## config.mk

```make
export PLATFORM = sky130hd
export DESIGN_NAME = pra_cordic_stage
export DESIGN_NICKNAME = d
export VERILOG_FILES = /design/src/rtl/pra_pkg.sv /design/src/rtl/pra_cordic_stage.sv
export SDC_FILE = /design/constraint.sdc
export NUM_CORES = 1
export LEC_CHECK = 0
export ABC_AREA = 1
export BUFFER_PORTS_ARGS = -buffer_cell sky130_fd_sc_hd__buf_2
export CORE_MARGIN = 1.5
export CORE_UTILIZATION = 56
export DETAILED_ROUTE_END_ITERATION = 10
export HOLD_SLACK_MARGIN = 0.02
export PLACE_DENSITY = 0.82
export SETUP_SLACK_MARGIN = 0.5
export SYNTH_ARGS = -nofsm -noshare
export SYNTH_HDL_FRONTEND = slang
export SYNTH_SLANG_ARGS = --single-unit
```

## constraint.sdc

```tcl
create_clock -name clk_i -period 1.3 [get_ports clk_i]
set_clock_uncertainty 0.2 [all_clocks]
set_input_delay 0.195 -clock clk_i [delete_from_list [all_inputs] [get_ports clk_i]]
set_output_delay 0.195 -clock clk_i [all_outputs]
set_load 0.05 [all_outputs]
```

## src/rtl/pra_pkg.sv

```systemverilog
// ----------------------------------------------------------------------------
// pra_pkg
// Shared widths, constants, payload types and the arctangent table for the
// point rotation pipeline.
// ----------------------------------------------------------------------------
`default_nettype none

package pra_pkg;

  localparam int COORD_WIDTH   = 24;
  localparam int CORDIC_STAGES = 18;
  localparam int ANGLE_WIDTH   = 16;

  // stream widths, padded to whole bytes
  localparam int S_DATA_W = ((4 * COORD_WIDTH + ANGLE_WIDTH + 7) / 8) * 8;
  localparam int M_DATA_W = ((2 * COORD_WIDTH + 7) / 8) * 8;

  // datapath widths
  localparam int DIFF_W    = COORD_WIDTH + 1;
  localparam int XY_W      = 34;
  localparam int Z_W       = 33;
  localparam int TURN_W    = 32;
  localparam int ANG_EXT_W = ANGLE_WIDTH + 2;
  localparam int RED_W     = 15;
  localparam int STEP_W    = 18;
  localparam int REM_W     = 21;
  localparam int RECIP_W   = 21;
  localparam int QUO_W     = 14;
  localparam int IDX_W     = 5;
  localparam int PROD_W    = DIFF_W + XY_W;
  localparam int SUM_W     = PROD_W + 1;
  localparam int FRAC_W    = 30;
  localparam int RND_W     = SUM_W - FRAC_W;
  localparam int OUT_W     = RND_W + 1;

  // one full turn is 23040 units of 1/64 degree
  localparam logic signed [ANG_EXT_W-1:0] ANG_FULL = ANG_EXT_W'(23040);

  // theta = r * ANG_STEP + floor((r * REM_MUL + REM_ADD) / 90)
  localparam logic [STEP_W-1:0]  ANG_STEP    = STEP_W'(186413);
  localparam logic [REM_W-1:0]   REM_MUL     = REM_W'(46);
  localparam logic [REM_W-1:0]   REM_ADD     = REM_W'(45);
  // ceil(2^27 / 90), exact over the range of the remainder argument
  localparam logic [RECIP_W-1:0] RECIP       = RECIP_W'(1491309);
  localparam int                 RECIP_SHIFT = 27;

  // inverse cordic gain in Q1.30
  localparam logic signed [XY_W-1:0] INV_GAIN = XY_W'(32'h26DD3B6A);

  localparam logic signed [SUM_W-1:0] RND_HALF = SUM_W'(1) << (FRAC_W - 1);

  localparam logic signed [OUT_W-1:0] COORD_MAX = OUT_W'((64'sd1 <<< (COORD_WIDTH - 1)) - 1);
  localparam logic signed [OUT_W-1:0] COORD_MIN = OUT_W'(-(64'sd1 <<< (COORD_WIDTH - 1)));

  // payload that rides along with the angle through the cordic stages
  typedef struct packed {
    logic signed [DIFF_W-1:0]      dx;
    logic signed [DIFF_W-1:0]      dy;
    logic signed [COORD_WIDTH-1:0] cx;
    logic signed [COORD_WIDTH-1:0] cy;
  } side_t;

  // atan(2^-idx) as a fraction of a full turn, 2^32 per turn
  function automatic logic [TURN_W-1:0] atan_turn(input logic [IDX_W-1:0] idx);
    logic [TURN_W-1:0] val;
    unique case (idx)
      5'd0:  val = 32'h20000000;
      5'd1:  val = 32'h12E4051E;
      5'd2:  val = 32'h09FB385B;
      5'd3:  val = 32'h051111D4;
      5'd4:  val = 32'h028B0D43;
      5'd5:  val = 32'h0145D7E1;
      5'd6:  val = 32'h00A2F61E;
      5'd7:  val = 32'h00517C55;
      5'd8:  val = 32'h0028BE53;
      5'd9:  val = 32'h00145F2F;
      5'd10: val = 32'h000A2F98;
      5'd11: val = 32'h000517CC;
      5'd12: val = 32'h00028BE6;
      5'd13: val = 32'h000145F3;
      5'd14: val = 32'h0000A2FA;
      5'd15: val = 32'h0000517D;
      5'd16: val = 32'h000028BE;
      5'd17: val = 32'h0000145F;
      5'd18: val = 32'h00000A30;
      5'd19: val = 32'h00000518;
      5'd20: val = 32'h0000028C;
      5'd21: val = 32'h00000146;
      5'd22: val = 32'h000000A3;
      5'd23: val = 32'h00000051;
      5'd24: val = 32'h00000029;
      5'd25: val = 32'h00000014;
      5'd26: val = 32'h0000000A;
      5'd27: val = 32'h00000005;
      5'd28: val = 32'h00000003;
      5'd29: val = 32'h00000001;
      5'd30: val = 32'h00000001;
      5'd31: val = 32'h00000000;
    endcase
    return val;
  endfunction

endpackage

`default_nettype wire

```

## src/rtl/pra_cordic_stage.sv

```systemverilog
// ----------------------------------------------------------------------------
// pra_cordic_stage
// One registered micro-rotation of the rotation-mode cordic; the side
// payload is carried along unchanged.
// ----------------------------------------------------------------------------
`default_nettype none

module pra_cordic_stage (
  input  wire                                    clk_i,
  input  wire                                    rst_ni,
  input  wire                                    en_i,
  input  wire  logic [pra_pkg::IDX_W-1:0]        idx_i,
  input  wire                                    valid_i,
  input  wire  logic signed [pra_pkg::XY_W-1:0]  x_i,
  input  wire  logic signed [pra_pkg::XY_W-1:0]  y_i,
  input  wire  logic signed [pra_pkg::Z_W-1:0]   z_i,
  input  wire  pra_pkg::side_t                   side_i,
  output logic                                   valid_o,
  output logic signed [pra_pkg::XY_W-1:0]        x_o,
  output logic signed [pra_pkg::XY_W-1:0]        y_o,
  output logic signed [pra_pkg::Z_W-1:0]         z_o,
  output pra_pkg::side_t                         side_o
);

  logic                            valid_q;
  logic signed [pra_pkg::XY_W-1:0] x_d, x_q, y_d, y_q, tx, ty;
  logic signed [pra_pkg::Z_W-1:0]  z_d, z_q, at;
  pra_pkg::side_t                  side_q;

  always_comb begin
    tx = y_i >>> idx_i;
    ty = x_i >>> idx_i;
    at = signed'(pra_pkg::Z_W'(pra_pkg::atan_turn(idx_i)));
    if (!z_i[pra_pkg::Z_W-1]) begin
      x_d = x_i - tx;
      y_d = y_i + ty;
      z_d = z_i - at;
    end else begin
      x_d = x_i + tx;
      y_d = y_i - ty;
      z_d = z_i + at;
    end
  end

  always_ff @(posedge clk_i or negedge rst_ni) begin
    if (!rst_ni) begin
      valid_q <= 1'b0;
    end else if (en_i) begin
      valid_q <= valid_i;
    end
  end

  always_ff @(posedge clk_i) begin
    if (en_i) begin
      x_q    <= x_d;
      y_q    <= y_d;
      z_q    <= z_d;
      side_q <= side_i;
    end
  end

  assign valid_o = valid_q;
  assign x_o     = x_q;
  assign y_o     = y_q;
  assign z_o     = z_q;
  assign side_o  = side_q;

endmodule

`default_nettype wire

```

==> flow_summary_export.csv, run 1 <==
group,metric,value,unit
run_status,status,"stopped before the end",
run_status,stop_stage,"global routing",
run_status,firstError,"[ERROR GRT-0116] Global routing finished with congestion. Check the congestion regions in the DRC Viewer.",
synth,synth_largest_area_cell,"edfxtp_1",
global_routing,gr-total-overflow,25,
floorplanning,die_h,184,µm
floorplanning,rows,66,
synth,yosysSeqAreaShare,0.327,
clocking,cts_htree_levels,4,
floorplanning,die_x,184,µm
synth,async_flop_share,0.00500,
clocking,clockRootBuffer,"clkbuf_16",
global_routing,grt_pass1_vias,30700,
global_routing,grt_start_max_net_pins,54,
synth,synth_area,18300,µm²
synth,synth_area_leaders,"edfxtp_1 (33%), nand2_1 (15%), nand3_1 (10%)",
placement,place_area,26400,µm²
synth,ys_ff_latch,200,
placement,hpwl,61300,µm
global_routing,grt_usage,0.780,
synth,synthFlopType,"edfxtp_1",
clocking,cts_buffers,17,
synth,synth_edf_count,199,
synth,yosys_warnings,0,
synth,synth_cells,2532,
synth,synth_top_cell_area_share,0.326,
floorplanning,start_util,0.566,
synth,syn_area_per_cell,7.24,µm²
floorplanning,io_pins,408,
placement,numPortBuffers,407,
synth,syn-num-nets,2852,
clocking,cts.sinks,200,
placement,place_congestion,1.03,
global_routing,grt_pass1_wl,195000,µm
clocking,clock_tree.buffer_depth,2,
synth,synth.distinct_cells,56,
==> synth_stat cells (3+ instances only) <==
library cell and number:
nand3_1 376, nor2_2 16, a21o_1 7, fa_1 3, inv_1 186, o221ai_1 6
buf_2 32, buf_6 13, xor2_1 111, ha_1 109, inv_2 26, nor3_1 23
a211oi_1 5, nor2_1 185, a21oi_1 150, nand3_2 11, o21bai_1 5, clkbuf_1 23
a31oi_1 10, nand2_4 6, nor4_1 4, nor2_4 7, nand2_1 742, nand2_2 31
buf_4 12, o21a_1 9, o21ai_0 84, o22ai_1 6, a21oi_2 3, edfxtp_1 199
buf_1 4, xnor2_1 58, o211ai_1 13, nand4_1 21, o21ai_1 10
==> stage by stage <==
| step | std cells | hold slack [ps] | setup TNS, ps | setup slack, ps | utilization |
|---|---|---|---|---|---|
| after floorplan | 2532 | -301 | -190150 | -2520 | - |
| after global placement | 3971 | -228 | -257000 | -3400 | 0.815 |
| after detailed placement | 3971 | -223 | -271810 | -3490 | 0.815 |
| after CTS | 4133 | -309 | -238260 | -2580 | 0.917 |
==> layer usage <==
metal  GRT usage  GRT overflow
met1       0.769             2
met2       0.925            10
met5       0.464             1
met3       0.668             0
met4       0.751            12
==> timing repair <==
item,CTS
cloned,8
hold buffers,61
pin swaps,135
endpoints found under the setup margin,302
buffers inserted,61
endpoints found under the hold margin,109
gates resized for setup,349
==> cells by family after synthesis <==
| family | count (synthesis) | share of synthesized area |
|---|---|---|
| simple gates | 1436 | 0.346 |
| compound gates | 315 | 0.0958 |
| buf+inv | 299 | 0.0722 |
| flops | 200 | 0.327 |
| xor+xnor | 169 | 0.0808 |
| fa+ha+maj | 112 | 0.0777 |
| mux | 1 | 0.000614 |
==> inputs of run 2 (changes only) <==
CORE_UTILIZATION = 40   (was 56)
HOLD_SLACK_MARGIN = default   (was 0.02)
PLACE_DENSITY = default   (was 0.82)
PLACE_DENSITY_LB_ADDON = 0.15   (was default)
SETUP_SLACK_MARGIN = default   (was 0.5)
==> run 2 against run 1 <==
  * The flow now finishes, with violations (hold timing, setup timing)
  * Synthesized area stayed put
  * Synthesized cell count stayed put
==> flow_summary_export.csv, run 2 <==
group,metric,value,unit
placement,place_area,26900,µm²
timing,timing.slew.headroom,0.717,
floorplanning,fp.coreArea,45300,µm²
final_layout,areaGrowthSynthToFinish,74.8,%
run_status,violations,"hold timing, setup timing",
worst_setup_path,crit_slowest_cell,"ha_1",
placement,hpwl,60800,µm
synth,syn-num-nets,2852,
run,max_cap_viol_count,0,
timing,rsz0062_at_grt,"true",
global_routing,grt_start_max_net_pins,35,
synth,synth.most_common_cell,"nand2_1",
worst_setup_path,reg2reg_depth,1,
synth,synth_cells,2532,
synth,ys_ff_latch,200,
clocking,cts_htree_levels,4,
global_routing,antenna_found_initial,1,
route,vias,22600,
worst_setup_path,start_kind,"input pin",
global_routing,grt_pass1_wl,120000,µm
route,drt_iter0_markers,1652,
worst_setup_path,slowest_delay,300,ps
worst_setup_path,ff2ff_setup_slack,310,ps
floorplanning,die_x,217,µm
worst_setup_path,r2r-start,"valid_o$_DFFE_PN0P_",
placement,place_congestion,0.998,
clocking,clk_latency,500,ps
clocking,cts_tree,"done",
final_layout,nNetsFinal,4075,
final_layout,fillers,3643,
synth,synth_edf_count,199,
synth,synth_area_leaders,"edfxtp_1 (33%), nand2_1 (15%), nand3_1 (10%)",
floorplanning,die_h,217,µm
final_layout,regArea,6000,µm²
route,drc,0,
final_layout,multiInputGateArea,14300,µm²
worst_setup_path,critPathKind,"input pin to flip-flop",
final_layout,final_cells,4369,
pwr,p_leak,15.4,nW
worst_setup_path,end_kind,"flip-flop",
synth,synth_largest_area_cell,"edfxtp_1",
worst_setup_path,r2r_end,"valid_o$_DFFE_PN0P_",
floorplanning,design.die.area,47100,µm²
clocking,cts_hold_buf,102,
placement,place_inst,4160,
worst_setup_path,crit_path_start,"idx_i[0]",
timing,setup_viol,302,
worst_setup_path,path_common_cell,"nand2_2",
final_layout,final_cell_mix,"buf_4 (735), nand2_1 (586), buf_2 (385)",
floorplanning,rows,78,
global_routing,grt_usage,0.329,
pwr,vdd.ir_drop.worst,1.44,mV
final_layout,layout_commonest_cell,"buf_4",
synth,async_flop_share,0.00500,
synth,synth.distinct_cells,56,
synth,synth_top_cell_area_share,0.326,
worst_hold_path,hold_depth,2,
clocking,cts.sinks,200,
timing,maxSlewViolCount,0,
floorplanning,start_util,0.405,
global_routing,gr-total-overflow,0,
worst_hold_path,holdCritPathClass,"input pin to flip-flop",
pwr,power-per-cell-area,1170,nW/µm²
synth,synth.top_cells.by_count,"nand2_1 (742), nand3_1 (376), edfxtp_1 (199)",
final_layout,final_util,0.707,
run_status,status,"finished, violations left",
route,antenna_left,0,
route,wirelength,80300,µm
clocking,clk_pin_slew,90,ps
synth,yosysSeqAreaShare,0.327,
worst_hold_path,hold_path_end,"z_o[0]$_DFFE_PP_",
final_layout,drive_above_1_share,0.514,
timing,holdWs,-202,ps
global_routing,grt_pass1_vias,22500,
clocking,clockRootBuffer,"clkbuf_16",
floorplanning,io_pins,408,
final_layout,fin_area,32000,µm²
timing,hold_viol,4,
timing,setup_ws,-2560,ps
timing,min_period_over_period,2.97,
timing,tightestPinTransition,424,ps
synth,synth_area,18300,µm²
route,dr.pass1.iters,5,
worst_hold_path,hp-start,"z_i[0]",
synth,syn_area_per_cell,7.24,µm²
worst_setup_path,worst_ep_required_time,1360,ps
synth,yosys_warnings,0,
route,via_per_inst,5.16,
worst_setup_path,arrival,3920,ps
clocking,cts_buffers,17,
synth,synthFlopType,"edfxtp_1",
final_layout,largest_register_ffs,98,
clocking,clock_tree.buffer_depth,2,
timing,period_minus_slack,3860,ps
placement,numPortBuffers,407,
worst_setup_path,path_max_fanout,9,
timing,fmax,259,MHz
route,routedWlPerCell,18.4,µm
## run 2: cell counts after synthesis
Identical to the previous run, type by type.
## run 2: layout make-up
cell class | count | share of cell area
antenna | 1 | 0.0000781
clock buffer | 17 | 0.0133
clock inverter | 15 | 0.00539
inverter | 214 | 0.0261
multi-input combinational | 2033 | 0.446
sequential | 200 | 0.187
tap | 600 | 0.0234
timing repair buffer | 1289 | 0.299
## run 2: what timing repair did
item | CTS | global route
cloned | 3 | 2
setup endpoints to repair | 301 | 302
endpoints found under the hold margin | 107 | 4
gates resized for setup | 393 | 306
buffers inserted | 52 | 20
pin swaps | 137 | 99
## run 2: worst max-delay path: cells and delay by family
| kind | cells | cell delay, ps |
|---|---|---|
| simple gates | 14 | 1460 |
| compound gates | 5 | 760 |
| xor+xnor | 2 | 350 |
| buf+inv | 6 | 830 |
| fa+ha+maj | 1 | 300 |
## run 2: stage by stage
stage                     total power, mW  hold WS [ps]  TNS [ps]  setup WS (ps)
final                                37.4          -202   -236390          -2560
after global routing                 39.2          -212   -262690          -2790
after CTS                            35.9          -228   -232470          -2370
after detailed placement             28.5          -229   -266950          -3340
after global placement               28.3          -229   -262150          -3320
after floorplan                      20.6          -301   -190150          -2520
## run 2: kinds of logic (layout without fill, tap and decap cells)
group	after synthesis	count (layout)	share of synthesized area
AND/OR/NAND/NOR	1436	1436	0.346
AO/OA/AOI/OAI	315	315	0.0958
buffers and inverters	299	1535	0.0722
flip-flops	200	200	0.327
XOR/XNOR	169	169	0.0808
adder cells (fa/ha/maj)	112	112	0.0777
multiplexers	1	1	0.000614
other	0	1	0
## run 2: worst max path at each step
stage | to | slack (ps) | cells past startpoint
after detailed placement | x_o[33]$_DFFE_PP_ | -3340 | 29
after floorplan | z_o[31]$_DFFE_PP_ | -2520 | 27
after CTS | x_o[33]$_DFFE_PP_ | -2370 | 30
final | x_o[28]$_DFFE_PP_ | -2560 | 28
after global routing | x_o[28]$_DFFE_PP_ | -2790 | 28
after global placement | x_o[33]$_DFFE_PP_ | -3320 | 29
## run 2: power by group
part / internal, mW / switching [mW] / leakage, nW / total [mW]
clock: 2.59 / 2.87 / 0.288 / 5.46
sequential: 8.68 / 0.323 / 1.96 / 9.01
combinational: 9.31 / 13.6 / 13.1 / 22.9
## run 2: metal layers
layer	share of wire	GRT usage
met5	0	0
met1	0.43	0.430
met4	0.031	0.112
met2	0.48	0.560
met3	0.053	0.0403
No activity file was read; power rests on OpenSTA's default activity.
==> inputs of run 3 (changes only) <==
CELL_PAD_IN_SITES_DETAIL_PLACEMENT = 1   (was default)
CELL_PAD_IN_SITES_GLOBAL_PLACEMENT = 1   (was default)
CTS_CLUSTER_SIZE = 25   (was default)
==> run 3 against run 2 <==
  * The run now fails in global routing
  * Synthesized cell count stayed put
  * Synthesized area stayed put
==> flow_summary_export.csv, run 3 <==
group,metric,value,unit
synth,synth_area,18300,µm²
global_routing,grt_start_max_net_pins,59,
global_routing,grt_usage,0.962,
placement,numPortBuffers,407,
synth,syn-num-nets,2852,
floorplanning,io_pins,408,
synth,synthFlopType,"edfxtp_1",
synth,synth.most_common_cell,"nand2_1",
synth,async_flop_share,0.00500,
synth,yosys_warnings,0,
global_routing,gr-total-overflow,2982,
run_status,firstError,"[ERROR GRT-0232] Routing congestion too high. Check the congestion heatmap in the GUI.",
synth,yosysSeqAreaShare,0.327,
clocking,clockRootBuffer,"clkbuf_16",
clocking,cts_htree_levels,4,
placement,place_congestion,0.964,
synth,synth.distinct_cells,56,
synth,synth_area_leaders,"edfxtp_1 (33%), nand2_1 (15%), nand3_1 (10%)",
floorplanning,start_util,0.405,
synth,synth_largest_area_cell,"edfxtp_1",
synth,synth_cells,2532,
floorplanning,rows,78,
clocking,cts_buffers,17,
synth,syn_area_per_cell,7.24,µm²
synth,synth_edf_count,199,
floorplanning,die_x,217,µm
placement,pre_cts_slack,-3550,ps
synth,synth_top_cell_area_share,0.326,
clocking,cts.sinks,200,
run_status,status,"stopped before the end",
floorplanning,die_h,217,µm
placement,hpwl,76300,µm
synth,synth.top_cells.by_count,"nand2_1 (742), nand3_1 (376), edfxtp_1 (199)",
clocking,clock_tree.buffer_depth,2,
synth,ys_ff_latch,200,
run_status,stop_stage,"global routing",
==> run 3: cell counts after synthesis <==
No cell type changed its count.
==> run 3: cells by family after synthesis <==
logic type | after synthesis | share of synthesized area
XOR/XNOR | 169 | 0.0808
AO/OA/AOI/OAI | 315 | 0.0958
adder cells (fa/ha/maj) | 112 | 0.0777
AND/OR/NAND/NOR | 1436 | 0.346
multiplexers | 1 | 0.000614
buffers and inverters | 299 | 0.0722
flip-flops | 200 | 0.327
==> run 3: timing repair <==
action	4_1_cts
gates cloned	6
setup endpoints to repair	301
pin swaps	81
resized for setup	411
hold endpoints to repair	148
hold buffers	102
buffers inserted	50
==> run 3: routing by layer <==
metal  GRT overflow  track usage
met3             40        0.745
met1             50        0.879
met2           2180         1.22
met4            708         1.10
met5              4        0.458
==> run 3: per-stage QoR <==
stage	util	hold WS [ps]	instances	setup TNS [ps]	area [µm²]
floorplan	-	-301	2532	-190150	19100
global placement	0.603	-230	4228	-270210	27300
detailed placement	0.603	-226	4228	-288830	27300
CTS	0.690	-216	4418	-258550	31200
