==> config.mk <==
export PLATFORM = sky130hd
export DESIGN_NAME = pra_angle
export DESIGN_NICKNAME = d
export VERILOG_FILES = /design/src/rtl/pra_pkg.sv /design/src/rtl/pra_angle.sv
export SDC_FILE = /design/constraint.sdc
export NUM_CORES = 1
export LEC_CHECK = 0
export ABC_AREA = 0
export BUFFER_PORTS_ARGS = -buffer_cell sky130_fd_sc_hd__buf_2
export CORE_MARGIN = 2
export CORE_UTILIZATION = 62
export DETAILED_ROUTE_END_ITERATION = 7
export HOLD_SLACK_MARGIN = 0.05
export MAX_ROUTING_LAYER = met4
export PLACE_DENSITY = 0.8
export SLEW_MARGIN = 40
export SYNTH_ARGS = -nofsm -noshare
export SYNTH_HDL_FRONTEND = slang
export SYNTH_SLANG_ARGS = --single-unit
==> constraint.sdc <==
create_clock -name clk_i -period 14 [get_ports clk_i]
set_input_delay 2.8 -clock clk_i [delete_from_list [all_inputs] [get_ports clk_i]]
set_output_delay 2.8 -clock clk_i [all_outputs]
set_load 0.03 [all_outputs]
==> src/rtl/pra_pkg.sv <==
// ----------------------------------------------------------------------------
// pra_pkg
// Shared widths, constants, payload types and the arctangent table for the
// point rotation pipeline.
// ----------------------------------------------------------------------------
`default_nettype none

package pra_pkg;

  localparam int COORD_WIDTH   = 24;
  localparam int CORDIC_STAGES = 18;
  localparam int ANGLE_WIDTH   = 16;

  // stream widths, padded to whole bytes
  localparam int S_DATA_W = ((4 * COORD_WIDTH + ANGLE_WIDTH + 7) / 8) * 8;
  localparam int M_DATA_W = ((2 * COORD_WIDTH + 7) / 8) * 8;

  // datapath widths
  localparam int DIFF_W    = COORD_WIDTH + 1;
  localparam int XY_W      = 34;
  localparam int Z_W       = 33;
  localparam int TURN_W    = 32;
  localparam int ANG_EXT_W = ANGLE_WIDTH + 2;
  localparam int RED_W     = 15;
  localparam int STEP_W    = 18;
  localparam int REM_W     = 21;
  localparam int RECIP_W   = 21;
  localparam int QUO_W     = 14;
  localparam int IDX_W     = 5;
  localparam int PROD_W    = DIFF_W + XY_W;
  localparam int SUM_W     = PROD_W + 1;
  localparam int FRAC_W    = 30;
  localparam int RND_W     = SUM_W - FRAC_W;
  localparam int OUT_W     = RND_W + 1;

  // one full turn is 23040 units of 1/64 degree
  localparam logic signed [ANG_EXT_W-1:0] ANG_FULL = ANG_EXT_W'(23040);

  // theta = r * ANG_STEP + floor((r * REM_MUL + REM_ADD) / 90)
  localparam logic [STEP_W-1:0]  ANG_STEP    = STEP_W'(186413);
  localparam logic [REM_W-1:0]   REM_MUL     = REM_W'(46);
  localparam logic [REM_W-1:0]   REM_ADD     = REM_W'(45);
  // ceil(2^27 / 90), exact over the range of the remainder argument
  localparam logic [RECIP_W-1:0] RECIP       = RECIP_W'(1491309);
  localparam int                 RECIP_SHIFT = 27;

  // inverse cordic gain in Q1.30
  localparam logic signed [XY_W-1:0] INV_GAIN = XY_W'(32'h26DD3B6A);

  localparam logic signed [SUM_W-1:0] RND_HALF = SUM_W'(1) << (FRAC_W - 1);

  localparam logic signed [OUT_W-1:0] COORD_MAX = OUT_W'((64'sd1 <<< (COORD_WIDTH - 1)) - 1);
  localparam logic signed [OUT_W-1:0] COORD_MIN = OUT_W'(-(64'sd1 <<< (COORD_WIDTH - 1)));

  // payload that rides along with the angle through the cordic stages
  typedef struct packed {
    logic signed [DIFF_W-1:0]      dx;
    logic signed [DIFF_W-1:0]      dy;
    logic signed [COORD_WIDTH-1:0] cx;
    logic signed [COORD_WIDTH-1:0] cy;
  } side_t;

  // atan(2^-idx) as a fraction of a full turn, 2^32 per turn
  function automatic logic [TURN_W-1:0] atan_turn(input logic [IDX_W-1:0] idx);
    logic [TURN_W-1:0] val;
    unique case (idx)
      5'd0:  val = 32'h20000000;
      5'd1:  val = 32'h12E4051E;
      5'd2:  val = 32'h09FB385B;
      5'd3:  val = 32'h051111D4;
      5'd4:  val = 32'h028B0D43;
      5'd5:  val = 32'h0145D7E1;
      5'd6:  val = 32'h00A2F61E;
      5'd7:  val = 32'h00517C55;
      5'd8:  val = 32'h0028BE53;
      5'd9:  val = 32'h00145F2F;
      5'd10: val = 32'h000A2F98;
      5'd11: val = 32'h000517CC;
      5'd12: val = 32'h00028BE6;
      5'd13: val = 32'h000145F3;
      5'd14: val = 32'h0000A2FA;
      5'd15: val = 32'h0000517D;
      5'd16: val = 32'h000028BE;
      5'd17: val = 32'h0000145F;
      5'd18: val = 32'h00000A30;
      5'd19: val = 32'h00000518;
      5'd20: val = 32'h0000028C;
      5'd21: val = 32'h00000146;
      5'd22: val = 32'h000000A3;
      5'd23: val = 32'h00000051;
      5'd24: val = 32'h00000029;
      5'd25: val = 32'h00000014;
      5'd26: val = 32'h0000000A;
      5'd27: val = 32'h00000005;
      5'd28: val = 32'h00000003;
      5'd29: val = 32'h00000001;
      5'd30: val = 32'h00000001;
      5'd31: val = 32'h00000000;
    endcase
    return val;
  endfunction

endpackage

`default_nettype wire

==> src/rtl/pra_angle.sv <==
// ----------------------------------------------------------------------------
// pra_angle
// Three-stage front end: wraps the angle into one turn, maps it to a 32-bit
// binary angle, folds it into the right half plane and forms the offsets.
// ----------------------------------------------------------------------------
`default_nettype none

module pra_angle (
  input  wire                                           clk_i,
  input  wire                                           rst_ni,
  input  wire                                           en_i,
  input  wire                                           valid_i,
  input  wire  logic signed [pra_pkg::COORD_WIDTH-1:0]  px_i,
  input  wire  logic signed [pra_pkg::COORD_WIDTH-1:0]  py_i,
  input  wire  logic signed [pra_pkg::COORD_WIDTH-1:0]  cx_i,
  input  wire  logic signed [pra_pkg::COORD_WIDTH-1:0]  cy_i,
  input  wire  logic signed [pra_pkg::ANGLE_WIDTH-1:0]  angle_i,
  output logic                                          valid_o,
  output logic signed [pra_pkg::Z_W-1:0]                z_o,
  output pra_pkg::side_t                                side_o
);

  // stage 1: wrap into [0, full turn) and form offsets
  logic                                    v1_q;
  logic [pra_pkg::RED_W-1:0]               red_d, red_q;
  pra_pkg::side_t                          side1_d, side1_q;
  logic signed [pra_pkg::ANG_EXT_W-1:0]    ang_ext, ang_p1, ang_p2, ang_m1;

  always_comb begin
    ang_ext = pra_pkg::ANG_EXT_W'(angle_i);
    ang_p1  = ang_ext + pra_pkg::ANG_FULL;
    ang_p2  = ang_p1 + pra_pkg::ANG_FULL;
    ang_m1  = ang_ext - pra_pkg::ANG_FULL;
    if (ang_ext >= pra_pkg::ANG_FULL) begin
      red_d = pra_pkg::RED_W'(ang_m1);
    end else if (!ang_ext[pra_pkg::ANG_EXT_W-1]) begin
      red_d = pra_pkg::RED_W'(ang_ext);
    end else if (!ang_p1[pra_pkg::ANG_EXT_W-1]) begin
      red_d = pra_pkg::RED_W'(ang_p1);
    end else begin
      red_d = pra_pkg::RED_W'(ang_p2);
    end
    side1_d.dx = pra_pkg::DIFF_W'(px_i) - pra_pkg::DIFF_W'(cx_i);
    side1_d.dy = pra_pkg::DIFF_W'(py_i) - pra_pkg::DIFF_W'(cy_i);
    side1_d.cx = cx_i;
    side1_d.cy = cy_i;
  end

  // stage 2: integer part of the scale and the rounded remainder quotient
  logic                                         v2_q;
  logic [pra_pkg::TURN_W-1:0]                   step_d, step_q;
  logic [pra_pkg::QUO_W-1:0]                    quo_d, quo_q;
  logic [pra_pkg::RED_W+pra_pkg::STEP_W-1:0]    step_full;
  logic [pra_pkg::REM_W-1:0]                    rem_arg;
  logic [pra_pkg::REM_W+pra_pkg::RECIP_W-1:0]   recip_full;
  pra_pkg::side_t                               side2_q;

  always_comb begin
    step_full  = (pra_pkg::RED_W + pra_pkg::STEP_W)'(red_q)
               * (pra_pkg::RED_W + pra_pkg::STEP_W)'(pra_pkg::ANG_STEP);
    step_d     = step_full[pra_pkg::TURN_W-1:0];
    rem_arg    = pra_pkg::REM_W'(red_q) * pra_pkg::REM_MUL + pra_pkg::REM_ADD;
    recip_full = (pra_pkg::REM_W + pra_pkg::RECIP_W)'(rem_arg)
               * (pra_pkg::REM_W + pra_pkg::RECIP_W)'(pra_pkg::RECIP);
    quo_d      = recip_full[pra_pkg::RECIP_SHIFT +: pra_pkg::QUO_W];
  end

  // stage 3: binary angle, half-plane fold, offsets negated on a fold
  logic                          v3_q;
  logic [pra_pkg::TURN_W-1:0]    theta, theta_f;
  logic                          flip;
  logic signed [pra_pkg::Z_W-1:0] z_d, z_q;
  pra_pkg::side_t                side3_d, side3_q;

  always_comb begin
    theta   = step_q + pra_pkg::TURN_W'(quo_q);
    // second and third quadrant: add half a turn and negate the offsets
    flip    = theta[pra_pkg::TURN_W-1] ^ theta[pra_pkg::TURN_W-2];
    theta_f = {theta[pra_pkg::TURN_W-1] ^ flip, theta[pra_pkg::TURN_W-2:0]};
    z_d     = pra_pkg::Z_W'(signed'(theta_f));
    side3_d = side2_q;
    if (flip) begin
      side3_d.dx = -side2_q.dx;
      side3_d.dy = -side2_q.dy;
    end
  end

  always_ff @(posedge clk_i or negedge rst_ni) begin
    if (!rst_ni) begin
      v1_q <= 1'b0;
      v2_q <= 1'b0;
      v3_q <= 1'b0;
    end else if (en_i) begin
      v1_q <= valid_i;
      v2_q <= v1_q;
      v3_q <= v2_q;
    end
  end

  always_ff @(posedge clk_i) begin
    if (en_i) begin
      red_q   <= red_d;
      side1_q <= side1_d;
      step_q  <= step_d;
      quo_q   <= quo_d;
      side2_q <= side1_q;
      z_q     <= z_d;
      side3_q <= side3_d;
    end
  end

  assign valid_o = v3_q;
  assign z_o     = z_q;
  assign side_o  = side3_q;

endmodule

`default_nettype wire

# Yosys cells after proc, flatten, opt, wreduce, memory -nomap -nowiden
# Index checks and enable logic that the tools add are counted.
dict set report word_totals {
  register_bits 390
  inputBits 116
  output_inout_bits 132
  word_cells 38
}
dict set report op_classes {
  n_addsub 9
  n_mul 3
  magnitude_cmp 1
  n_mux 4
  bitwise_logic 2
}
# cell n
set op_table {}
lappend op_table {{50-bit two-way mux} 1}
lappend op_table {{25-bit negator} 2}
lappend op_table {{24-bit by 24-bit subtractor with 25-bit output} 2}
lappend op_table {{15-bit two-way mux} 3}
lappend op_table {{21-bit by 21-bit multiplier with 41-bit output (second input constant)} 1}
lappend op_table {{32-bit by 14-bit adder with 32-bit output} 1}
lappend op_table {{15-bit by 18-bit multiplier with 32-bit output (second input constant)} 1}
lappend op_table {{21-bit by 6-bit adder with 21-bit output (second input constant)} 1}
lappend op_table {{15-bit by 5-bit multiplier with 20-bit output (second input constant)} 1}
lappend op_table {{16-bit by 16-bit adder with 17-bit output (second input constant)} 1}
lappend op_table {{16-bit greater-or-equal comparator (second input constant)} 1}
lappend op_table {{15-bit adder (second input constant)} 1}
lappend op_table {{15-bit subtractor (second input constant)} 1}
lappend op_table {{1-bit XOR} 2}

# Longest topological paths before layout
# Gate-level depths: netlist of the first run.
dict set report depth {
  depth_word 5
  depth_mapped 42
  mapped_depth_nobuf 42
}

# Worst setup path after synthesis of the first run
# No wires, ideal clock.
dict set report synth_timing {
  path_type {flip-flop to flip-flop}
  from {register red_q[3] in the netlist's numbering}
  to {register quo_q[13] in the netlist's numbering (data pin)}
  setup_time_ns 0.268
  arrival_ns 10.149
  required_time_ns 13.732
  path_slack_ns 3.584
  stages_incl_launch_ff 41
  n_path_buf 0
  period_less_slack_ns 10.416
  path_cell_list {edfxtp_1 > ha_1 > fa_1 > inv_1 > fa_1 > inv_1 > ha_1 > and3_1 > a221oi_2 > a311oi_1 > o41ai_2 > o21bai_1 > a21oi_1 > xor2_1 > nor2_1 > nand2_1 > xnor2_1 > ha_1 > [... 5 more ...] > inv_1 > fa_1 > inv_1 > fa_1 > inv_1 > fa_1 > inv_1 > ha_1 > a21o_1 > a21o_1 > a211oi_1 > nor2_1 > a311oi_1 > o21ai_0 > nand3_1 > a41oi_1 > a21oi_1 > xnor3_1}
}
dict set report synth_via {
  elab_chain_len 3
}
# item line_no
set synth_lines {}
lappend synth_lines {{start: declaration} pra_angle.sv:25} ;# logic [pra_pkg::RED_W-1:0] red_d, red_q;
lappend synth_lines {{start signal: assignment} pra_angle.sv:102} ;# red_q <= red_d;
lappend synth_lines {{15-bit by 5-bit multiplier with 20-bit output} pra_angle.sv:62} ;# rem_arg = pra_pkg::REM_W'(red_q) * pra_pkg::REM_MUL + pra_pkg::REM_ADD;
lappend synth_lines {{21-bit by 6-bit adder with 21-bit output} pra_angle.sv:62}
lappend synth_lines {{21-bit by 21-bit multiplier with 41-bit output} pra_angle.sv:64} ;# * (pra_pkg::REM_W + pra_pkg::RECIP_W)'(pra_pkg::RECIP);
lappend synth_lines {{named net recip_full, one bit} pra_angle.sv:55} ;# logic [pra_pkg::REM_W+pra_pkg::RECIP_W-1:0] recip_full;
lappend synth_lines {{end signal: assignment} pra_angle.sv:105} ;# quo_q <= quo_d;
lappend synth_lines {{end: declaration} pra_angle.sv:52} ;# logic [pra_pkg::QUO_W-1:0] quo_d, quo_q;
# The timed path passes the listed nets, and every way through them passes these cells.
# A chain may end at the register's enable or synchronous reset.

# Final worst setup path of the first run
dict set report layout_timing {
  from {register red_q[0] in the netlist's numbering}
  to {register quo_q[13] in the netlist's numbering (data pin)}
}
# The elaborated chain is that of the path after synthesis.

==> flow_summary.ini, run 1 <==
[layout]
drive_above_1_share_pct = 12.3
fillers = 3261
syn2layout_area_growth_pct = 11.2
ff_latch_area_mm2 = 0.0117
multi_input_area_mm2 = 0.0153
nets = 3429
final_util_pct = 69.5
most-common-layout-cells = inv_1, ha_1, edfxtp_1, buf_2, fa_1
final_common_cell = inv_1

[sta]
finalHoldViolCount = 0
fin_skew_ns = 0.0442
tightestPinTransition_ns = 0.749
slew_viol_final = 0
grt_setup_unrepaired = no
maxSlewHeadroom_pct = 49.6
min_period_over_period_pct = 83.5
max_freq_ghz = 0.0856
setup_viol = 0
tns_ns = 0
period_needed_ns = 11.69

[die]
dieArea_mm2 = 0.0485
fp.coreArea_mm2 = 0.0464
die_y_um = 220
initial_core_util_pct = 62.5
io_pins = 248
rows = 79
die_x_um = 220

[min_path]
hold_path_depth = 0
min-delay-start = side1_q[47]
worstHoldPathType = reg2reg
whs_endpoint = side2_q[47]

[grt]
first_global_vias = 18900
grt_pass1_wl_um = 98000
antenna_found_initial = 1
grt_overflow_total = 0
grt_max_degree = 118
track_usage_pct = 27.0

[critical_path]
cp-end-kind = flip-flop
start_kind = flip-flop
critPathMostFrequentCell = inv_1
reg2reg_to = quo_q[13]
ff2ff_setup_slack_ns = 2.31
worstRegToRegCells = 41
setup.worst_path.class = reg2reg
slowest_stage = edfxtp_1
slowest_delay_ns = 0.70
required_ns = 14.32
critPathArrivalTime_ns = 12.00
crit_fanout = 10
worstReg2RegStart = red_q[0]

[synth]
synth-seq-cells = 389
synth_cells = 2398
synth_flop_cell = edfxtp_1
seq_area_frac_synth_pct = 40.3
synth_area_mm2 = 0.0290
synth.distinct_cells = 72
synth_nets = 3149
synth_edf_count = 386
async_flop_share_pct = 0.771
synth_warnings = 0
postSynthAreaPerCell_um2 = 12.1

[route]
dr.pass1.iters = 6
drc = 0
drt-wirelength-per-cell_um = 18.8
viasPerCell = 5.56
vias = 18400
antenna_left = 0
drt_iter0_drc = 1265
finalWirelength_um = 62300

[place]
io_buffers = 247
place_congestion = 0.953
hpwl_um = 50700

[clock_tree]
root_buffer = clkbuf_16
clk_pin_slew_ns = 0.06
cts_setup_buffers = 0
htree_levels = 2
cts_made_buffers = 40
ctsLongestPathBuffers = 3
cts_resized = 0
holdBufCountCts = 0
cts_sinks = 389
cts_tree = built
insertion_delay_ns = 0.58

[outcome]
status = complete, no violations

[flow_run]
cap_violations = 0
worst max-delay path by stage:
stage                     startpoint   endpoint
final                       red_q[0]  quo_q[13]
after floorplan             red_q[3]  quo_q[13]
after detailed placement    red_q[0]  quo_q[13]
after global routing        red_q[0]  quo_q[13]
after CTS                   red_q[0]  quo_q[13]
after global placement      red_q[0]  quo_q[13]
synthesized netlist by cell type, types with 5 or more instances:
library cell	instances	area [µm²]
buf_4	6	45.0
a211oi_1	9	67.6
nor3b_1	5	37.5
nor2b_1	19	119
o21a_1	21	158
and3_1	10	62.6
or3_1	23	144
xor2_1	41	359
o21ai_1	6	30.0
nor4_1	5	31.3
fa_1	240	4800
o31ai_1	6	45.0
mux2_2	5	56.3
o211ai_1	6	45.0
nand4_1	12	75.1
or4_1	5	37.5
o22ai_1	12	75.1
o21bai_1	20	150
nor3_1	30	150
nand2b_1	12	75.1
nand3_1	24	120
ha_1	395	4940
o21ai_0	71	355
or2_2	6	37.5
xnor2_1	153	1340
a21boi_0	6	45.0
edfxtp_1	386	11600
o32ai_1	12	105
a21oi_1	90	450
clkbuf_1	7	26.3
nor2_1	95	357
a21o_1	32	240
nand2_1	67	251
a31oi_1	6	37.5
inv_1	495	1860
cell type report:
cell class	count	area share [%]
multi-input combinational	1497	47.6
sequential	389	36.2
inverter	495	5.77
timing repair buffer	255	4.29
clock buffer	47	3.19
tap	607	2.36
clock inverter	20	0.540
antenna	3	0.0233
registers in the layout, indices dropped and copies added (netlist names):
| signal | count |
|---|---|
| quo_q | 14 |
| red_q | 15 |
| side1_q | 98 |
| side2_q | 98 |
| side_o | 98 |
| step_q | 32 |
| v1_q | 1 |
| v2_q | 1 |
| valid_o | 1 |
| z_o | 31 |
metal layers:
layer	routed length [µm]	GRT usage (%)	vias up	part of all wire, %
met4	1230	5.84	0	2.0
met2	31600	46.5	559	51
li1	-	-	8713	-
met3	3540	3.92	90	5.7
met1	25900	34.1	9062	42
met5	0	-	-	0
stage by stage:
step | setup slack, ns | hold slack (ns) | cell area [µm²] | std cells
after CTS | 2.34 | 0.371 | 32200 | 3310
after global placement | 2.55 | 0.400 | 30900 | 3240
after detailed placement | 2.33 | 0.405 | 31000 | 3243
final | 2.31 | 0.384 | 32200 | 3313
after floorplan | 3.58 | 0.400 | 29000 | 2398
after global routing | 1.52 | 0.388 | 32200 | 3311
worst max-delay path, delay by kind of cell (launching register included):
family,cells,cell delay (ns)
AO/OA/AOI/OAI,12,3.10
XOR/XNOR,4,1.12
adder cells (fa/ha/maj),12,5.33
buffers and inverters,8,0.39
flip-flops,1,0.70
AND/OR/NAND/NOR,5,0.75
logic make-up (layout without fill, tap and decap cells):
group / after synthesis / in the layout / share of synthesized area (%)
compound gates: 331 / 331 / 7.39
xor+xnor: 196 / 196 / 6.00
fa+ha+maj: 635 / 635 / 33.7
buf+inv: 512 / 817 / 6.80
flops: 389 / 389 / 40.3
mux: 7 / 7 / 0.264
other cells: 0 / 3 / 0
simple gates: 328 / 328 / 5.60
Power of run 1 is left out: the tool's default activity adds up to more than one toggle a clock period on the data nets, which glitch-free logic cannot reach.
==> run 2, diff against run 1 <==
CORE_UTILIZATION = 56   (was 62)
PLACE_DENSITY = 0.77   (was 0.8)
clock period = 10.7 ns   (was 14 ns; I/O delays follow)
==> flow_summary.ini, run 2 (synthesized netlist as in run 1, its figures left out) <==
[place]
place_congestion = 0.988
hpwl_um = 50800
io_buffers = 247
dp_cells = 3380

[layout]
drive_above_1_share_pct = 15.8
most-common-layout-cells = inv_1, ha_1, edfxtp_1, buf_2, fa_1
final_common_cell = inv_1
final_cells = 3467
multi_input_area_mm2 = 0.0155
nets = 3505
syn2layout_area_growth_pct = 14.4
fillers = 3809
final_util_pct = 64.7
ff_latch_area_mm2 = 0.0117

[clock_tree]
cts_sinks = 389
cts_tree = built
holdBufCountCts = 0
insertion_delay_ns = 0.58
ctsLongestPathBuffers = 3
cts_made_buffers = 40
root_buffer = clkbuf_16
clk_pin_slew_ns = 0.06
htree_levels = 2

[route]
drt-wirelength-per-cell_um = 18.2
antenna_left = 0
drt_iter0_drc = 1136
vias = 18600
drc = 0
viasPerCell = 5.36
dr.pass1.iters = 5
finalWirelength_um = 63000

[critical_path]
critPathArrivalTime_ns = 10.53
worstRegToRegCells = 43
endpoint = quo_q[10]
slowest_delay_ns = 0.57
crit_fanout = 4
slowest_stage = fa_1
reg2reg_to = quo_q[10]
crit_start = red_q[2]
cp-end-kind = flip-flop
required_ns = 11.04
worstReg2RegStart = red_q[2]
ff2ff_setup_slack_ns = 0.51
start_kind = flip-flop
setup.worst_path.class = reg2reg

[sta]
finalHoldViolCount = 0
max_freq_ghz = 0.0981
tightestPinTransition_ns = 0.768
min_period_over_period_pct = 95.2
maxSlewHeadroom_pct = 48.8
slew_viol_final = 0
fin_skew_ns = 0.0398
period_needed_ns = 10.19
tns_ns = 0
setup_viol = 0

[die]
initial_core_util_pct = 56.6
rows = 83
fp.coreArea_mm2 = 0.0512
die_y_um = 231
io_pins = 248
die_x_um = 231
dieArea_mm2 = 0.0535

[grt]
antenna_found_initial = 1
track_usage_pct = 24.4
grt_pass1_wl_um = 99100
grt_overflow_total = 0
grt_max_degree = 183
first_global_vias = 19300

[min_path]
worstHoldPathType = reg2reg

[flow_run]
cap_violations = 0

[outcome]
status = complete, no violations
-- run 2: changes by cell type in the layout (fill, tap and decap cells not counted), moves of 3 or more --
cell | previous run | this run
buf_4 | 3 | 80
clkbuf_1 | 7 | 10
clkinv_1 | 10 | 3
clkinv_2 | 3 | 6
ha_1 | 395 | 391
ha_4 | 0 | 4
nor2_1 | 95 | 92
nor2_2 | 0 | 3
o21ai_0 | 71 | 67
o21ai_1 | 6 | 9
xnor2_1 | 153 | 150
xnor2_2 | 1 | 4
-- run 2: repair_timing --
action	4_1_cts	5_1_grt
buffers inserted	0	10
resized for setup	6	24
pin swaps	5	15
setup endpoints to repair	4	9
-- run 2: layout make-up --
class	count	area share, %
clock inverter	23	0.812
antenna	2	0.0151
timing repair buffer	331	5.84
clock buffer	50	3.14
inverter	495	5.61
sequential	389	35.2
tap	680	2.57
multi-input combinational	1497	46.8
-- run 2: worst min-delay path by stage --
stage | start | end | slack [ns] | cells after the start
3_5_place_dp | side1_q[0] | side2_q[0] | 0.40 | 0
4_1_cts | side1_q[70] | side2_q[70] | 0.41 | 0
3_3_place_gp | side2_q[38] | side_o[38] | 0.40 | 0
5_1_grt | side1_q[96] | side2_q[96] | 0.41 | 0
2_1_floorplan | side1_q[0] | side2_q[0] | 0.40 | 0
6_report | side1_q[21] | side2_q[21] | 0.41 | 0
-- run 2: worst max-delay path, delay by kind of cell (launching register included) --
| family | cells | cell delay (ns) |
|---|---|---|
| simple gates | 8 | 1.04 |
| xor+xnor | 3 | 0.42 |
| buf+inv | 13 | 1.42 |
| fa+ha+maj | 12 | 5.23 |
| compound gates | 7 | 1.41 |
| flops | 1 | 0.41 |
-- run 2: through the flow --
| stage | hold slack (ns) | worst slack (ns) | instance area, µm² |
|---|---|---|---|
| final | 0.407 | 0.511 | 33100 |
| after floorplan | 0.400 | 0.284 | 29000 |
| after global routing | 0.408 | -0.0306 | 33100 |
| after CTS | 0.405 | 0.00194 | 32800 |
| after global placement | 0.400 | 0.266 | 31500 |
| after detailed placement | 0.405 | 0.0185 | 31500 |
-- run 2: layer usage --
metal | track usage [%] | up-vias | part of all wire, %
li1 | - | 8883 | -
met1 | 30.8 | 9147 | 42
met2 | 41.0 | 475 | 50
met3 | 3.99 | 95 | 5.6
met4 | 6.55 | 0 | 2.5
met5 | - | - | 0
Power of run 2 is left out for the same reason.
==> run 3, diff against run 2 <==
CORE_ASPECT_RATIO = 0.8   (was default)
CORE_UTILIZATION = 50   (was 56)
PLACE_DENSITY = 0.69   (was 0.77)
==> flow_summary.ini, run 3 (synthesized netlist as in run 1, its figures left out) <==
[outcome]
status = complete, no violations

[grt]
grt_max_degree = 105
grt_overflow_total = 0
grt_pass1_wl_um = 101000
track_usage_pct = 22.4
antenna_found_initial = 2
first_global_vias = 18700

[clock_tree]
cts_tree = built
insertion_delay_ns = 0.57
clk_pin_slew_ns = 0.06
cts_sinks = 389
cts_made_buffers = 41
htree_levels = 2
root_buffer = clkbuf_16
ctsLongestPathBuffers = 3

[critical_path]
cp-end-kind = flip-flop
endpoint = quo_q[13]
slowest_delay_ns = 0.54
worstRegToRegCells = 42
ff2ff_setup_slack_ns = 0.43
worstReg2RegStart = red_q[3]
required_ns = 10.99
crit_start = red_q[3]
worstSetupPathDepth = 42
crit_fanout = 4
setup.worst_path.class = reg2reg
critPathArrivalTime_ns = 10.56
cpLargestDelayFamily = adder cells
reg2reg_to = quo_q[13]
critPathMostFrequentCell = inv_1
slowest_stage = fa_1
start_kind = flip-flop
critical_path_buf_inv_count = 11

[sta]
tns_ns = 0
max_freq_ghz = 0.0973
min_period_over_period_pct = 96.0
finalHoldViolCount = 0
setup_viol = 0
period_needed_ns = 10.27
slew_viol_final = 0
tightestPinTransition_ns = 0.737
maxSlewHeadroom_pct = 50.9
fin_skew_ns = 0.0276

[layout]
drive_above_1_share_pct = 15.6
most-common-layout-cells = inv_1, ha_1, edfxtp_1, buf_2, fa_1
nets = 3494
syn2layout_area_growth_pct = 14.6
fillers = 4711
multi_input_area_mm2 = 0.0155
ff_latch_area_mm2 = 0.0117
final_common_cell = inv_1

[route]
finalWirelength_um = 65300
drc = 0
vias = 18500
dr.pass1.iters = 5
antenna_left = 0
drt-wirelength-per-cell_um = 18.5
viasPerCell = 5.23
drt_iter0_drc = 1172

[min_path]
min-delay-start = side2_q[1]
worstHoldPathType = reg2reg
hold_path_depth = 0

[place]
place_congestion = 0.971
hpwl_um = 53200
io_buffers = 247

[die]
initial_core_util_pct = 50.8
die_x_um = 273
io_pins = 248
dieArea_mm2 = 0.0599
fp.coreArea_mm2 = 0.0570
rows = 78
die_y_um = 219

[flow_run]
cap_violations = 0
==> run 3: final cells by class <==
class / instances / area share [%]
flip-flops and latches: 389 / 35.1
clock buffers: 55 / 3.31
clock inverters: 20 / 0.743
well taps: 760 / 2.87
inverters: 495 / 5.60
multi-input cells: 1497 / 46.8
repair buffers: 319 / 5.52
diodes: 2 / 0.0151
==> run 3: repair_timing <==
item,4_1_cts,5_1_grt
buffers inserted,0,4
gates resized for setup,1,31
cloned,0,0
pin swaps,0,14
endpoints found under the setup margin,3,10
hold buffers,0,0
==> run 3: worst min-delay path by stage <==
stage	slack, ns	to
after floorplan	0.40	side2_q[0]
after global placement	0.40	side2_q[27]
after detailed placement	0.40	side2_q[22]
after CTS	0.41	side_o[1]
after global routing	0.41	side2_q[95]
final	0.40	side_o[1]
==> run 3: stage by stage <==
step / std cells / hold WS (ns) / utilization, % / cell area (µm²) / worst slack [ns]
6_report: 3537 / 0.404 / 58.2 / 33200 / 0.426
5_1_grt: 3536 / 0.410 / 58.2 / 33200 / -0.0443
4_1_cts: 3531 / 0.406 / 57.8 / 32900 / 0.00343
3_5_place_dp: 3456 / 0.405 / 55.4 / 31600 / -0.00815
3_3_place_gp: 3455 / 0.400 / 55.4 / 31600 / 0.209
2_1_floorplan: 2398 / 0.400 / - / 29000 / 0.284
==> run 3: worst register-to-register path, delay by kind of cell, from the launching register on <==
| family | cells | cell delay [ns] |
|---|---|---|
| adders and majority gates | 12 | 4.97 |
| AOI/OAI and AO/OA | 10 | 1.74 |
| and+or+nand+nor | 5 | 1.02 |
| xor gates and xnor gates | 4 | 0.91 |
| buffers and inverters | 11 | 0.85 |
| DFF | 1 | 0.51 |
==> run 3: metal layers <==
| metal | GRT usage, % | wire length, µm | vias to the layer above |
|---|---|---|---|
| met5 | - | 0 | - |
| met4 | 3.86 | 980 | 0 |
| met3 | 3.81 | 4210 | 74 |
| met2 | 35.3 | 30300 | 485 |
| met1 | 31.0 | 29800 | 9082 |
| li1 | - | - | 8849 |
Power of run 3 is left out for the same reason.
